`config.mk`:
```
export PLATFORM = sky130hd
export DESIGN_NAME = subevent_channel_hopper
export DESIGN_NICKNAME = d
export VERILOG_FILES = /design/src/sch_pkg.sv /design/src/sch_ram.sv /design/src/subevent_channel_hopper.sv
export SDC_FILE = /design/constraint.sdc
export NUM_CORES = 1
export LEC_CHECK = 0
export BUFFER_PORTS_ARGS = -buffer_cell sky130_fd_sc_hd__buf_2
export CAP_MARGIN = 15
export CORE_MARGIN = 3
export CORE_UTILIZATION = 42
export CTS_CLUSTER_DIAMETER = 200
export DETAILED_ROUTE_END_ITERATION = 10
export PLACE_DENSITY_LB_ADDON = 0.25
export SLEW_MARGIN = 20
export SYNTH_ARGS = -nofsm -noshare
export SYNTH_HDL_FRONTEND = slang
export SYNTH_SLANG_ARGS = --single-unit
```
`constraint.sdc`:
```
create_clock -name clock -period 28.9 [get_ports clock]
set_clock_uncertainty 0.1 [all_clocks]
set_input_delay 5.78 -clock clock [delete_from_list [all_inputs] [get_ports clock]]
set_output_delay 5.78 -clock clock [all_outputs]
set_load 0.1 [all_outputs]
```
`src/sch_pkg.sv`:
```
`default_nettype none

package sch_pkg;

   localparam int MAP_W             = 37;
   localparam int PRN_W             = 16;
   localparam int CHAN_W            = 6;
   localparam int SE_W              = 5;
   localparam int MUL_B_W           = 17;
   localparam int PROD_W            = PRN_W + MUL_B_W;
   localparam int DEF_NUM_CHANNELS  = 37;
   localparam int DEF_MAX_SUBEVENTS = 31;

   localparam logic [MUL_B_W-1:0] MAM_MULT     = MUL_B_W'(17);
   localparam logic [MAP_W-1:0]   MAP_RESET    = {MAP_W{1'b1}};

   localparam int CSR_IDX_W = 2;
   localparam int CSR_DATA_W = MAP_W;
   localparam logic [CSR_IDX_W-1:0] CSR_CHANNEL_MAP = CSR_IDX_W'(0);
   localparam logic [CSR_IDX_W-1:0] CSR_CHANNEL_ID  = CSR_IDX_W'(1);

   // Reverses the bit order inside each of the two bytes.
   function automatic logic [PRN_W-1:0] rev_bytes(input logic [PRN_W-1:0] x);
      logic [PRN_W-1:0] r;
      r = '0;
      for (int b = 0; b < 8; b++) begin
         r[7 - b]  = x[b];
         r[15 - b] = x[8 + b];
      end
      return r;
   endfunction

endpackage

`default_nettype wire

```
`src/sch_ram.sv`:
```
`default_nettype none

module sch_ram
   #(parameter int WIDTH = 6,
     parameter int DEPTH = 37)
   (input  wire logic                     clock,
    input  wire logic                     wr_en,
    input  wire logic [$clog2(DEPTH)-1:0] wr_addr,
    input  wire logic [WIDTH-1:0]         wr_data,
    input  wire logic                     rd_en,
    input  wire logic [$clog2(DEPTH)-1:0] rd_addr,
    output logic      [WIDTH-1:0]         rd_data);

   logic [WIDTH-1:0] mem_ff [DEPTH];

   always_ff @(posedge clock) begin
      if (wr_en) begin
         mem_ff[wr_addr] <= wr_data;
      end
      if (rd_en) begin
         rd_data <= mem_ff[rd_addr];
      end
   end

endmodule

`default_nettype wire

```
`src/subevent_channel_hopper.sv`:
```
`default_nettype none
// A request, once accepted, goes through 3 hash rounds, a reciprocal modulo (quotient, then remainder),
// a scan of the map for the used list, then remap, list read and load, to give its first result.
// Each further subevent, after the previous result is taken, takes a PRN step, multiply,
// add-and-wrap, list read and load, or only list read and load with an invalid map. The shared 16x17
// multiplier and the list RAM set this sequence. One request is in flight at a time. Reset
// (synchronous, active high) marks all channels used, clears the identifier and goes idle.

module subevent_channel_hopper
   import sch_pkg::*;
   #(parameter int NUM_CHANNELS  = DEF_NUM_CHANNELS,
     parameter int MAX_SUBEVENTS = DEF_MAX_SUBEVENTS)
   (input  wire logic                  clock,
    input  wire logic                  reset,
    input  wire logic                  req_tvalid,
    output logic                       req_tready,
    input  wire logic [23:0]           req_tdata,   // event_counter[15:0], subevent_count[20:16]
    output logic                       rsp_tvalid,
    input  wire logic                  rsp_tready,
    output logic      [15:0]           rsp_tdata,   // channel[5:0], subevent_number[10:6]
    output logic                       rsp_tlast,
    output logic                       rsp_tuser,   // map_invalid
    input  wire logic                  csr_we,
    input  wire logic [CSR_IDX_W-1:0]  csr_index,
    input  wire logic [CSR_DATA_W-1:0] csr_wdata);

   localparam int IDX_W   = $clog2(NUM_CHANNELS);
   localparam int CNT_W   = $clog2(NUM_CHANNELS + 1);
   localparam int SCAN_N  = (NUM_CHANNELS < MAP_W) ? NUM_CHANNELS : MAP_W;
   localparam int MAX_EFF = (MAX_SUBEVENTS < 31) ? MAX_SUBEVENTS : 31;

   // The reciprocal is rounded up; with this shift the quotient is exact for any 16-bit value.
   localparam int MOD_SHIFT = PRN_W + $clog2(NUM_CHANNELS);
   localparam logic [MUL_B_W-1:0] MOD_RECIP =
      MUL_B_W'(((longint'(1) << MOD_SHIFT) + longint'(NUM_CHANNELS - 1)) /
               longint'(NUM_CHANNELS));

   localparam logic [3:0] S_IDLE    = 4'd0;
   localparam logic [3:0] S_HASH    = 4'd1;
   localparam logic [3:0] S_MOD     = 4'd2;
   localparam logic [3:0] S_SCAN    = 4'd3;
   localparam logic [3:0] S_REMAP   = 4'd4;
   localparam logic [3:0] S_READ    = 4'd5;
   localparam logic [3:0] S_LOAD    = 4'd6;
   localparam logic [3:0] S_OUT     = 4'd7;
   localparam logic [3:0] S_HOP_PRN = 4'd8;
   localparam logic [3:0] S_HOP_OFS = 4'd9;
   localparam logic [3:0] S_HOP_ADD = 4'd10;

   logic [3:0]         state_ff, state_in;
   logic [MAP_W-1:0]   map_ff, map_in;
   logic [PRN_W-1:0]   id_ff, id_in;
   logic [PRN_W-1:0]   prn_ff, prn_in;
   logic [PRN_W-1:0]   quo_ff, quo_in;
   logic [IDX_W-1:0]   rem_ff, rem_in;
   logic [3:0]         cnt_ff, cnt_in;
   logic [IDX_W-1:0]   scan_ff, scan_in;
   logic [MAP_W-1:0]   smap_ff, smap_in;
   logic [CNT_W-1:0]   n_ff, n_in;
   logic               found_ff, found_in;
   logic [IDX_W-1:0]   found_idx_ff, found_idx_in;
   logic [IDX_W-1:0]   idx_ff, idx_in;
   logic [MUL_B_W-1:0] ofs_ff, ofs_in;
   logic [SE_W-1:0]    nse_ff, nse_in;
   logic [SE_W-1:0]    k_ff, k_in;
   logic               rsp_valid_ff, rsp_valid_in;
   logic [CHAN_W-1:0]  rsp_chan_ff, rsp_chan_in;
   logic [SE_W-1:0]    rsp_num_ff, rsp_num_in;
   logic               rsp_last_ff, rsp_last_in;
   logic               rsp_inv_ff, rsp_inv_in;

   logic [PRN_W-1:0]   mul_a;
   logic [MUL_B_W-1:0] mul_b;
   logic [PROD_W-1:0]  mul_p;
   logic [PRN_W-1:0]   mam;
   logic [7:0]         n8;
   logic [3:0]         hop_dist;
   logic [MUL_B_W-1:0] span;
   logic [7:0]         hop_sum;
   logic [IDX_W-1:0]   hop_idx;
   logic               invalid;
   logic [SE_W-1:0]    req_nse;

   logic               ram_we;
   logic [IDX_W-1:0]   ram_waddr;
   logic [CHAN_W-1:0]  ram_wdata;
   logic               ram_re;
   logic [CHAN_W-1:0]  ram_rdata;

   sch_ram #(.WIDTH(CHAN_W), .DEPTH(NUM_CHANNELS)) u_used_list (
      .clock   (clock),
      .wr_en   (ram_we),
      .wr_addr (ram_waddr),
      .wr_data (ram_wdata),
      .rd_en   (ram_re),
      .rd_addr (idx_ff),
      .rd_data (ram_rdata));

   // One multiplier serves the hash rounds, the modulo, the remap scaling and the offset.
   always_comb begin
      unique case (state_ff)
         S_HASH, S_HOP_PRN: begin
            mul_a = rev_bytes(prn_ff);
            mul_b = MAM_MULT;
         end
         S_MOD: begin
            // First the quotient by reciprocal, then quotient times the channel count.
            if (cnt_ff == 4'd0) begin
               mul_a = prn_ff ^ id_ff;
               mul_b = MOD_RECIP;
            end else begin
               mul_a = quo_ff;
               mul_b = MUL_B_W'(NUM_CHANNELS);
            end
         end
         S_REMAP: begin
            mul_a = prn_ff ^ id_ff;
            mul_b = MUL_B_W'(n_ff);
         end
         S_HOP_OFS: begin
            mul_a = prn_ff ^ id_ff;
            mul_b = span;
         end
         default: begin
            mul_a = '0;
            mul_b = '0;
         end
      endcase
   end

   assign mul_p = PROD_W'(mul_a) * PROD_W'(mul_b);
   assign mam   = mul_p[PRN_W-1:0] + id_ff;

   assign n8      = 8'(n_ff);
   assign invalid = (n8 < 8'd2);

   always_comb begin
      logic [3:0] da;
      logic [3:0] db;
      if (n8 >= 8'd8) begin
         da = 4'd3;
      end else if (n8 >= 8'd6) begin
         da = 4'(n8 - 8'd5);
      end else begin
         da = 4'd0;
      end
      if (n8 >= 8'd32) begin
         db = 4'd11;
      end else if (n8 >= 8'd10) begin
         db = 4'((n8 - 8'd10) >> 1);
      end else begin
         db = 4'd0;
      end
      hop_dist = 4'd1;
      if (da > hop_dist) begin
         hop_dist = da;
      end
      if (db > hop_dist) begin
         hop_dist = db;
      end
   end

   assign span    = MUL_B_W'(n8 - {3'b0, hop_dist, 1'b0} + 8'd1);
   // The sum stays below twice the channel count, so one subtraction wraps it.
   assign hop_sum = 8'(idx_ff) + 8'(hop_dist) + 8'(ofs_ff);
   assign hop_idx = (hop_sum >= n8) ? IDX_W'(hop_sum - n8) : IDX_W'(hop_sum);

   always_comb begin
      req_nse = req_tdata[20:16];
      if (req_nse == '0) begin
         req_nse = SE_W'(1);
      end else if (req_nse > SE_W'(MAX_EFF)) begin
         req_nse = SE_W'(MAX_EFF);
      end
   end

   always_comb begin
      state_in     = state_ff;
      map_in       = map_ff;
      id_in        = id_ff;
      prn_in       = prn_ff;
      quo_in       = quo_ff;
      rem_in       = rem_ff;
      cnt_in       = cnt_ff;
      scan_in      = scan_ff;
      smap_in      = smap_ff;
      n_in         = n_ff;
      found_in     = found_ff;
      found_idx_in = found_idx_ff;
      idx_in       = idx_ff;
      ofs_in       = ofs_ff;
      nse_in       = nse_ff;
      k_in         = k_ff;
      rsp_valid_in = rsp_valid_ff;
      rsp_chan_in  = rsp_chan_ff;
      rsp_num_in   = rsp_num_ff;
      rsp_last_in  = rsp_last_ff;
      rsp_inv_in   = rsp_inv_ff;
      ram_we       = 1'b0;
      ram_waddr    = n_ff[IDX_W-1:0];
      ram_wdata    = CHAN_W'(scan_ff);
      ram_re       = 1'b0;

      if (csr_we) begin
         unique case (csr_index)
            CSR_CHANNEL_MAP: map_in = csr_wdata[MAP_W-1:0];
            CSR_CHANNEL_ID:  id_in  = csr_wdata[PRN_W-1:0];
            default: ;
         endcase
      end

      unique case (state_ff)
         S_IDLE: begin
            if (req_tvalid) begin
               prn_in   = req_tdata[PRN_W-1:0] ^ id_ff;
               nse_in   = req_nse;
               cnt_in   = '0;
               state_in = S_HASH;
            end
         end
         S_HASH: begin
            prn_in = mam;
            cnt_in = cnt_ff + 4'd1;
            if (cnt_ff == 4'd2) begin
               cnt_in   = '0;
               state_in = S_MOD;
            end
         end
         S_MOD: begin
            cnt_in = cnt_ff + 4'd1;
            if (cnt_ff == 4'd0) begin
               quo_in = PRN_W'(mul_p >> MOD_SHIFT);
            end else begin
               rem_in   = IDX_W'((prn_ff ^ id_ff) - mul_p[PRN_W-1:0]);
               scan_in  = '0;
               smap_in  = map_ff;
               n_in     = '0;
               found_in = 1'b0;
               state_in = S_SCAN;
            end
         end
         S_SCAN: begin
            if (smap_ff[0]) begin
               ram_we = 1'b1;
               n_in   = n_ff + CNT_W'(1);
               if (scan_ff == rem_ff) begin
                  found_in     = 1'b1;
                  found_idx_in = n_ff[IDX_W-1:0];
               end
            end
            smap_in = smap_ff >> 1;
            scan_in = scan_ff + IDX_W'(1);
            if (scan_ff == IDX_W'(SCAN_N - 1)) begin
               state_in = S_REMAP;
            end
         end
         S_REMAP: begin
            // A used channel keeps its own slot; an unused one is scaled into the list; an invalid map gives slot zero.
            if (invalid) begin
               idx_in = '0;
            end else if (found_ff) begin
               idx_in = found_idx_ff;
            end else begin
               idx_in = IDX_W'(mul_p[PROD_W-1:PRN_W]);
            end
            k_in     = '0;
            state_in = S_READ;
         end
         S_READ: begin
            ram_re   = 1'b1;
            state_in = S_LOAD;
         end
         S_LOAD: begin
            rsp_chan_in  = invalid ? '0 : ram_rdata;
            rsp_num_in   = k_ff;
            rsp_last_in  = (k_ff == nse_ff - SE_W'(1));
            rsp_inv_in   = invalid;
            rsp_valid_in = 1'b1;
            state_in     = S_OUT;
         end
         S_OUT: begin
            if (rsp_tready) begin
               rsp_valid_in = 1'b0;
               if (rsp_last_ff) begin
                  state_in = S_IDLE;
               end else begin
                  k_in     = k_ff + SE_W'(1);
                  state_in = invalid ? S_READ : S_HOP_PRN;
               end
            end
         end
         S_HOP_PRN: begin
            prn_in   = mam;
            state_in = S_HOP_OFS;
         end
         S_HOP_OFS: begin
            ofs_in   = mul_p[PROD_W-1:PRN_W];
            state_in = S_HOP_ADD;
         end
         S_HOP_ADD: begin
            idx_in   = hop_idx;
            state_in = S_READ;
         end
         default: begin
            state_in = S_IDLE;
         end
      endcase
   end

   always_ff @(posedge clock) begin
      if (reset) begin
         state_ff     <= S_IDLE;
         rsp_valid_ff <= 1'b0;
         map_ff       <= MAP_RESET;
         id_ff        <= '0;
      end else begin
         state_ff     <= state_in;
         rsp_valid_ff <= rsp_valid_in;
         map_ff       <= map_in;
         id_ff        <= id_in;
      end
   end

   always_ff @(posedge clock) begin
      prn_ff       <= prn_in;
      quo_ff       <= quo_in;
      rem_ff       <= rem_in;
      cnt_ff       <= cnt_in;
      scan_ff      <= scan_in;
      smap_ff      <= smap_in;
      n_ff         <= n_in;
      found_ff     <= found_in;
      found_idx_ff <= found_idx_in;
      idx_ff       <= idx_in;
      ofs_ff       <= ofs_in;
      nse_ff       <= nse_in;
      k_ff         <= k_in;
      rsp_chan_ff  <= rsp_chan_in;
      rsp_num_ff   <= rsp_num_in;
      rsp_last_ff  <= rsp_last_in;
      rsp_inv_ff   <= rsp_inv_in;
   end

   assign req_tready = (state_ff == S_IDLE);
   assign rsp_tvalid = rsp_valid_ff;
   assign rsp_tdata  = {5'b0, rsp_num_ff, rsp_chan_ff};
   assign rsp_tlast  = rsp_last_ff;
   assign rsp_tuser  = rsp_inv_ff;

endmodule

`default_nettype wire

```
## Word-level counts from Yosys, hierarchy flattened

Memories as Yosys holds them, arrays and structs flattened. A register that Yosys moved wholly into a read port is not among the register bits.
Cells that the tools add are included.
Widths: inputs -> output; s select.

- Bitwise operators: 3
- Muxes and demuxes: 48
- Eq/ne operators: 23
- $add $sub $neg: 14
- Multipliers: 1
- $lt $le $gt $ge: 9
- Reduce and logical (&&, ||, !) cells: 28

Operators with widths:

| operator | number |
|---|---|
| $pmux 37 s2 | 1 |
| $pmux 17 s4 | 1 |
| $mux 4 | 15 |
| $pmux 16 s3 | 1 |
| $pmux 4 s10 | 1 |
| $mux 37 | 1 |
| $pmux 6 s2 | 3 |
| $mul 16x17->33 | 1 |
| $mux 16 | 2 |
| $pmux 16 s2 | 1 |
| $xor 16x16->16 | 2 |
| $mux 6 | 5 |
| $reduce_and 2->1 | 9 |
| $mux 17 | 1 |
| $add 16x16->16 | 1 |
| $eq 4x3->1 const B | 4 |
| $ne 2x2->1 const B | 8 |
| $mux 5 | 3 |
| $add 6x1->6 const B | 2 |
| $eq 4x2->1 const B | 3 |
| $eq 4x4->1 const B | 3 |
| $ge 6x4->1 const B | 2 |
| $pmux 4 s3 | 1 |
| $sub 6x6->6 | 2 |
| 34 further kinds | 53 |

- Output and inout bits: 20
- Input port bits: 68
- Logic and storage cells: 149
- RAM bits: 222
- Memories: 1
- Bits in registers: 188

Memory list:

| memory | depth | width | rd ports | clocked after Yosys merged registers in | wr ports | line | source |
|---|---|---|---|---|---|---|---|
| u_used_list.mem_ff | 37 | 6 | 1 | 1 | 1 | sch_ram.sv:14 | `logic [WIDTH-1:0] mem_ff [DEPTH];` |

## Logic depth before layout (Yosys ltp)

- Depth in word-level cells: 14
- Depth in mapped cells: 53
- Depth with buffers taken out: 51

## By module

Synthesis repeated with hierarchy kept, for this count alone.

- Cells, all modules: 2523
- Area total of the unflattened synthesis: 28094.4 µm²

By module, submodules not included:

| module | times used | area each (µm²) | seq. area each (µm²) | cells an instance |
|---|---|---|---|---|
| subevent_channel_hopper | 1 | 18914.4 | 5064.9 | 2012 |
| sch_ram | 1 | 9180.1 | 6846.6 | 511 |

## Worst setup path before layout

Ideal clock, no wire load.

- Kind: register to register
- From: register n_ff[2]
- To: register prn_ff[15] (data pin)
- Data arrival time: 10.429 ns
- Clock period less this slack: 10.791 ns
- Data required time: 28.538 ns
- Library setup time: 0.262 ns
- Buffers on the path: 2
- Cell stages (with the launch flop): 52
- Setup slack: 18.109 ns
- Cells stage by stage: edfxtp_1 > clkbuf_1 > inv_1 > ha_1 > nor2b_1 > nor3_1 > nor2_1 > nor3_1 > a21oi_1 > ha_1 > nor2b_1 > o21ai_0 > nand2b_1 > a21oi_1 > a41o_1 > mux2_2 > ha_1 > inv_1 > [... 16 more ...] > fa_1 > inv_1 > fa_1 > inv_1 > ha_1 > and2_1 > nor4_1 > a211oi_1 > o21ai_1 > nand2_1 > xnor2_1 > ha_1 > nand2_1 > o21ai_0 > a211oi_1 > xnor3_1 > o21ai_1 > xor2_1

- Word-level cells in the longest chain between the ends: 13
- Elaborated cells between the ends (all ways): 20
- Those cells by class: 5 x add/sub; 1 x mul; 6 x order compare; 8 x mux

RTL lines:

| item | line | source |
|---|---|---|
| from (decl) | subevent_channel_hopper.sv:59 | `logic [CNT_W-1:0] n_ff, n_in;` |
| from (signal assigned) | subevent_channel_hopper.sv:331 | `n_ff <= n_in;` |
| $ge 6x3->1 / $sub 4x3->4 (equally long branches) | subevent_channel_hopper.sv:142, subevent_channel_hopper.sv:143 |  |
| $mux 4 | subevent_channel_hopper.sv:142 | `end else if (n8 >= 8'd6) begin` |
| $mux 4 | subevent_channel_hopper.sv:140 | `if (n8 >= 8'd8) begin` |
| $gt 4x1->1 | subevent_channel_hopper.sv:155 | `if (da > hop_dist) begin` |
| $mux 4 | subevent_channel_hopper.sv:155 |  |
| $gt 4x4->1 | subevent_channel_hopper.sv:158 | `if (db > hop_dist) begin` |
| $mux 4 | subevent_channel_hopper.sv:158 |  |
| $sub 6x5->7 | subevent_channel_hopper.sv:163 | `assign span = MUL_B_W'(n8 - {3'b0, hop_dist, 1'b0} + 8'd1);` |
| $add 7x2->8 | subevent_channel_hopper.sv:163 |  |
| $pmux 17 s4 (*) | subevent_channel_hopper.sv:101 | `unique case (state_ff)` |
| $mul 16x17->33 (*) | subevent_channel_hopper.sv:131 | `assign mul_p = PROD_W'(mul_a) * PROD_W'(mul_b);` |
| $add 16x16->16 (*) | subevent_channel_hopper.sv:132 | `assign mam = mul_p[PRN_W-1:0] + id_ff;` |
| $pmux 16 s2 (*) | subevent_channel_hopper.sv:212 | `unique case (state_ff)` |
| via prn_in[15] | subevent_channel_hopper.sv:53 | `logic [PRN_W-1:0] prn_ff, prn_in;` |
| to (signal assigned) | subevent_channel_hopper.sv:325 | `prn_ff <= prn_in;` |
| to (decl) | subevent_channel_hopper.sv:53 |  |

The timed path passes the listed nets; every way through them passes the cells marked *.
A chain may end at the register's enable or synchronous reset.

## Worst setup path in the final report

Ends and elaborated chain as after synthesis.

==> flow_metrics.env <==
export IMPL_critPathKind="flop to flop"
export IMPL_grtUsageTotal_pct=19.3
export IMPL_coreArea_mm2=0.0646
export IMPL_wl_mm=64.1
export IMPL_drc=0
export IMPL_rsz0062_at_grt="no"
export IMPL_grt_pass1_vias=18300
export IMPL_syn_area_mm2=0.0275
export IMPL_synth_ff_type="edfxtp_1"
export IMPL_port_buffers=79
export IMPL_fmax_ghz=0.0759
export IMPL_wl_per_cell_um=19.5
export IMPL_syn_inst=2336
export IMPL_ant_nets=0
export IMPL_required_ns=29.11
export IMPL_drt_initial_drc_count=1290
export IMPL_hpwlAfterDp_mm=47.8
export IMPL_cts_inserted_buffers=43
export IMPL_place_congestion=0.874
export IMPL_hold_violations=0
export IMPL_dp_cells=3212
export IMPL_r2r_slack_ns=15.72
export IMPL_cp_slowest_stage_delay_ns=0.76
export IMPL_cts_root_buf="clkbuf_16"
export IMPL_via_per_inst=5.29
export IMPL_die_h_um=262
export IMPL_crit_start="n_ff[2]"
export IMPL_ys_types=88
export IMPL_r2r_start="n_ff[2]"
export IMPL_syn_to_final_growth_pct=9.78
export IMPL_cp_num_buf_inv=7
export IMPL_drive_above_1_share_pct=11.4
export IMPL_cts_tree="done"
export IMPL_worst_pin_slew_ns=0.979
export IMPL_antenna_found_initial=0
export IMPL_layout_commonest_cell="edfxtp_1"
export IMPL_path_max_fanout=23
export IMPL_setup_tns_ns=0
export IMPL_synth_seq_cells=416
export IMPL_start_util_pct=42.5
export IMPL_multi_input_area_mm2=0.0140
export IMPL_holdCritPathClass="flop to flop"
export IMPL_period_share_pct=45.6
export IMPL_clk_latency_ns=0.58
export IMPL_path_clk_slew_ns=0.06
export IMPL_status="finished clean"
export IMPL_die_area_mm2=0.0685
export IMPL_postCtsHoldBufs=0
export IMPL_num_rows=93
export IMPL_grt_ovfl_total=0
export IMPL_cts_setup_buffers=0
export IMPL_fin_crit_ns=13.18
export IMPL_cts_resized=0
export IMPL_dr_pass1_iters=5
export IMPL_worst_ir_drop_vdd_mv=0.0471
export IMPL_synth_edf_count=358
export IMPL_cap_violations=0
export IMPL_synthArstFlopShare_pct=0
export IMPL_slowest_stage="edfxtp_1"
export IMPL_die_width_um=262
export IMPL_max_slew_margin_rel_pct=34.6
export IMPL_endpoint="prn_ff[15]"
export IMPL_finalSetupViolCount=0
export IMPL_h_tree_depth=2
export IMPL_vias=17400
export IMPL_grt_max_degree=75
export IMPL_clock_sinks=416
export IMPL_crit_cells=50
export IMPL_startpoint_type="flop"
export IMPL_ff_latch_area_mm2=0.0119
export IMPL_synth_seq_area_share_pct=43.4
export IMPL_r2r_end="prn_ff[15]"
export IMPL_final_cell_mix="358 x edfxtp_1, 299 x inv_1, 236 x nand2_1, 201 x fa_1, 198 x nor2_1"
export IMPL_final_cells=3292
export IMPL_yosysWarnings=0
export IMPL_endpoint_kind="flop"
export IMPL_fillCellCount=5904
export IMPL_avgSynthCellArea_um2=11.8
export IMPL_cp_top_family="adder cells"
export IMPL_ff2ff_path_depth=50
export IMPL_leakage_nw=12.4
export IMPL_cts_buffer_depth=3
export IMPL_cp_arrival_ns=13.39
export IMPL_drv_slew=0
export IMPL_hold_depth=2
export IMPL_io_pins=88
export IMPL_final_nets=2837
export IMPL_grt_pass1_wl_mm=102
export IMPL_power_density_mw_per_mm2=71.4
export IMPL_antenna_cells=0
## registers in the layout, summed over array words and instances (netlist names), 5 cells and up
| register | cells |
|---|---|
| found_idx_ff | 6 |
| id_ff | 16 |
| idx_ff | 6 |
| k_ff | 5 |
| map_ff | 37 |
| n_ff | 6 |
| nse_ff | 5 |
| ofs_ff | 8 |
| prn_ff | 16 |
| quo_ff | 11 |
| ram_wdata | 6 |
| rem_ff | 6 |
| rsp_chan_ff | 6 |
| rsp_num_ff | 5 |
| smap_ff | 37 |
| u_used_list.mem_ff | 222 |
| u_used_list.rd_data | 6 |
## cell families (layout without fill, tap and decap cells)
kind of cell | count (synthesis) | count (layout) | share of synthesized area [%]
fa+ha+maj | 369 | 369 | 22.3
xor+xnor | 117 | 117 | 3.78
other cells | 1 | 5 | 0.0137
mux | 81 | 81 | 6.15
simple gates | 644 | 644 | 10.7
flops | 416 | 416 | 43.4
compound gates | 311 | 311 | 7.92
buf+inv | 397 | 494 | 5.80
## routing by layer
metal  up-vias  GRT usage, %  part of all wire (%)  wire length (um)
met5         -             0                     0                 0
met1      8638          27.3                    44             28500
li1       8161             -                     -                 -
met4         0          4.42                   2.1              1370
met2       534          31.0                    46             29700
met3        96          3.63                   7.1              4560
## how the worst min path moves through the flow
stage,slack (ns),startpoint,endpoint
after floorplan,0.35,n_ff[3],found_idx_ff[3]
after global placement,0.37,rsp_tvalid,rsp_tvalid
after detailed placement,0.38,rsp_tvalid,rsp_tvalid
after CTS,0.40,rsp_tvalid,rsp_tvalid
after global routing,0.43,smap_ff[3],smap_ff[2]
final,0.39,rsp_tvalid,rsp_tvalid
## report_power, final
part	leakage [nW]	total, mW	internal [mW]	switching [mW]
Sequential	3.71	0.768	0.730	0.0373
Combinational	7.99	0.831	0.301	0.530
Clock	0.682	0.555	0.320	0.234
Total	12.4	2.15	1.35	0.801
## cell usage after synthesis, types with 30 or more instances
cell type  count  area, um^2
a21oi_1       80         400
fa_1         201        4020
dfxtp_1       58        1160
clkbuf_1      62         233
a21o_1        31         233
edfxtp_1     358       10800
inv_1        299        1120
nand3_1       30         150
nand2_1      237         890
mux4_2        53        1190
o21ai_0       52         260
a211o_1       39         342
xnor2_1       60         526
nand2b_1      31         194
ha_1         166        2080
xor2_1        56         490
nor2b_1       54         338
nor2_1       199         747
## worst reg2reg max path: cells and delay by family (launching register included)
| family | cells | cell delay [ns] |
|---|---|---|
| AO/OA/AOI/OAI | 11 | 1.99 |
| XOR/XNOR | 4 | 1.01 |
| adder cells (fa/ha/maj) | 13 | 5.07 |
| buffers and inverters | 7 | 0.92 |
| flip-flops | 1 | 0.76 |
| multiplexers | 1 | 0.21 |
| AND/OR/NAND/NOR | 14 | 2.84 |
## area by class of cell
| class | count | area share (%) |
|---|---|---|
| clock inverter | 23 | 0.788 |
| clock buffer | 57 | 3.84 |
| sequential | 416 | 39.5 |
| timing repair buffer | 112 | 2.13 |
| multi-input combinational | 1527 | 46.4 |
| tap | 855 | 3.55 |
| inverter | 302 | 3.76 |
## through the flow
step,hold slack [ns],util [%],setup slack [ns],power (mW),instance area (um^2)
2_1_floorplan,0.355,-,18.11,1.35,27500
3_3_place_gp,0.372,44.5,15.84,1.58,28700
3_5_place_dp,0.382,44.5,15.69,1.60,28700
4_1_cts,0.397,46.7,15.59,2.17,30100
5_1_grt,0.432,46.7,14.95,2.29,30200
6_report,0.391,46.7,15.72,2.15,30200
No activity file was read; power rests on OpenSTA's default activity.
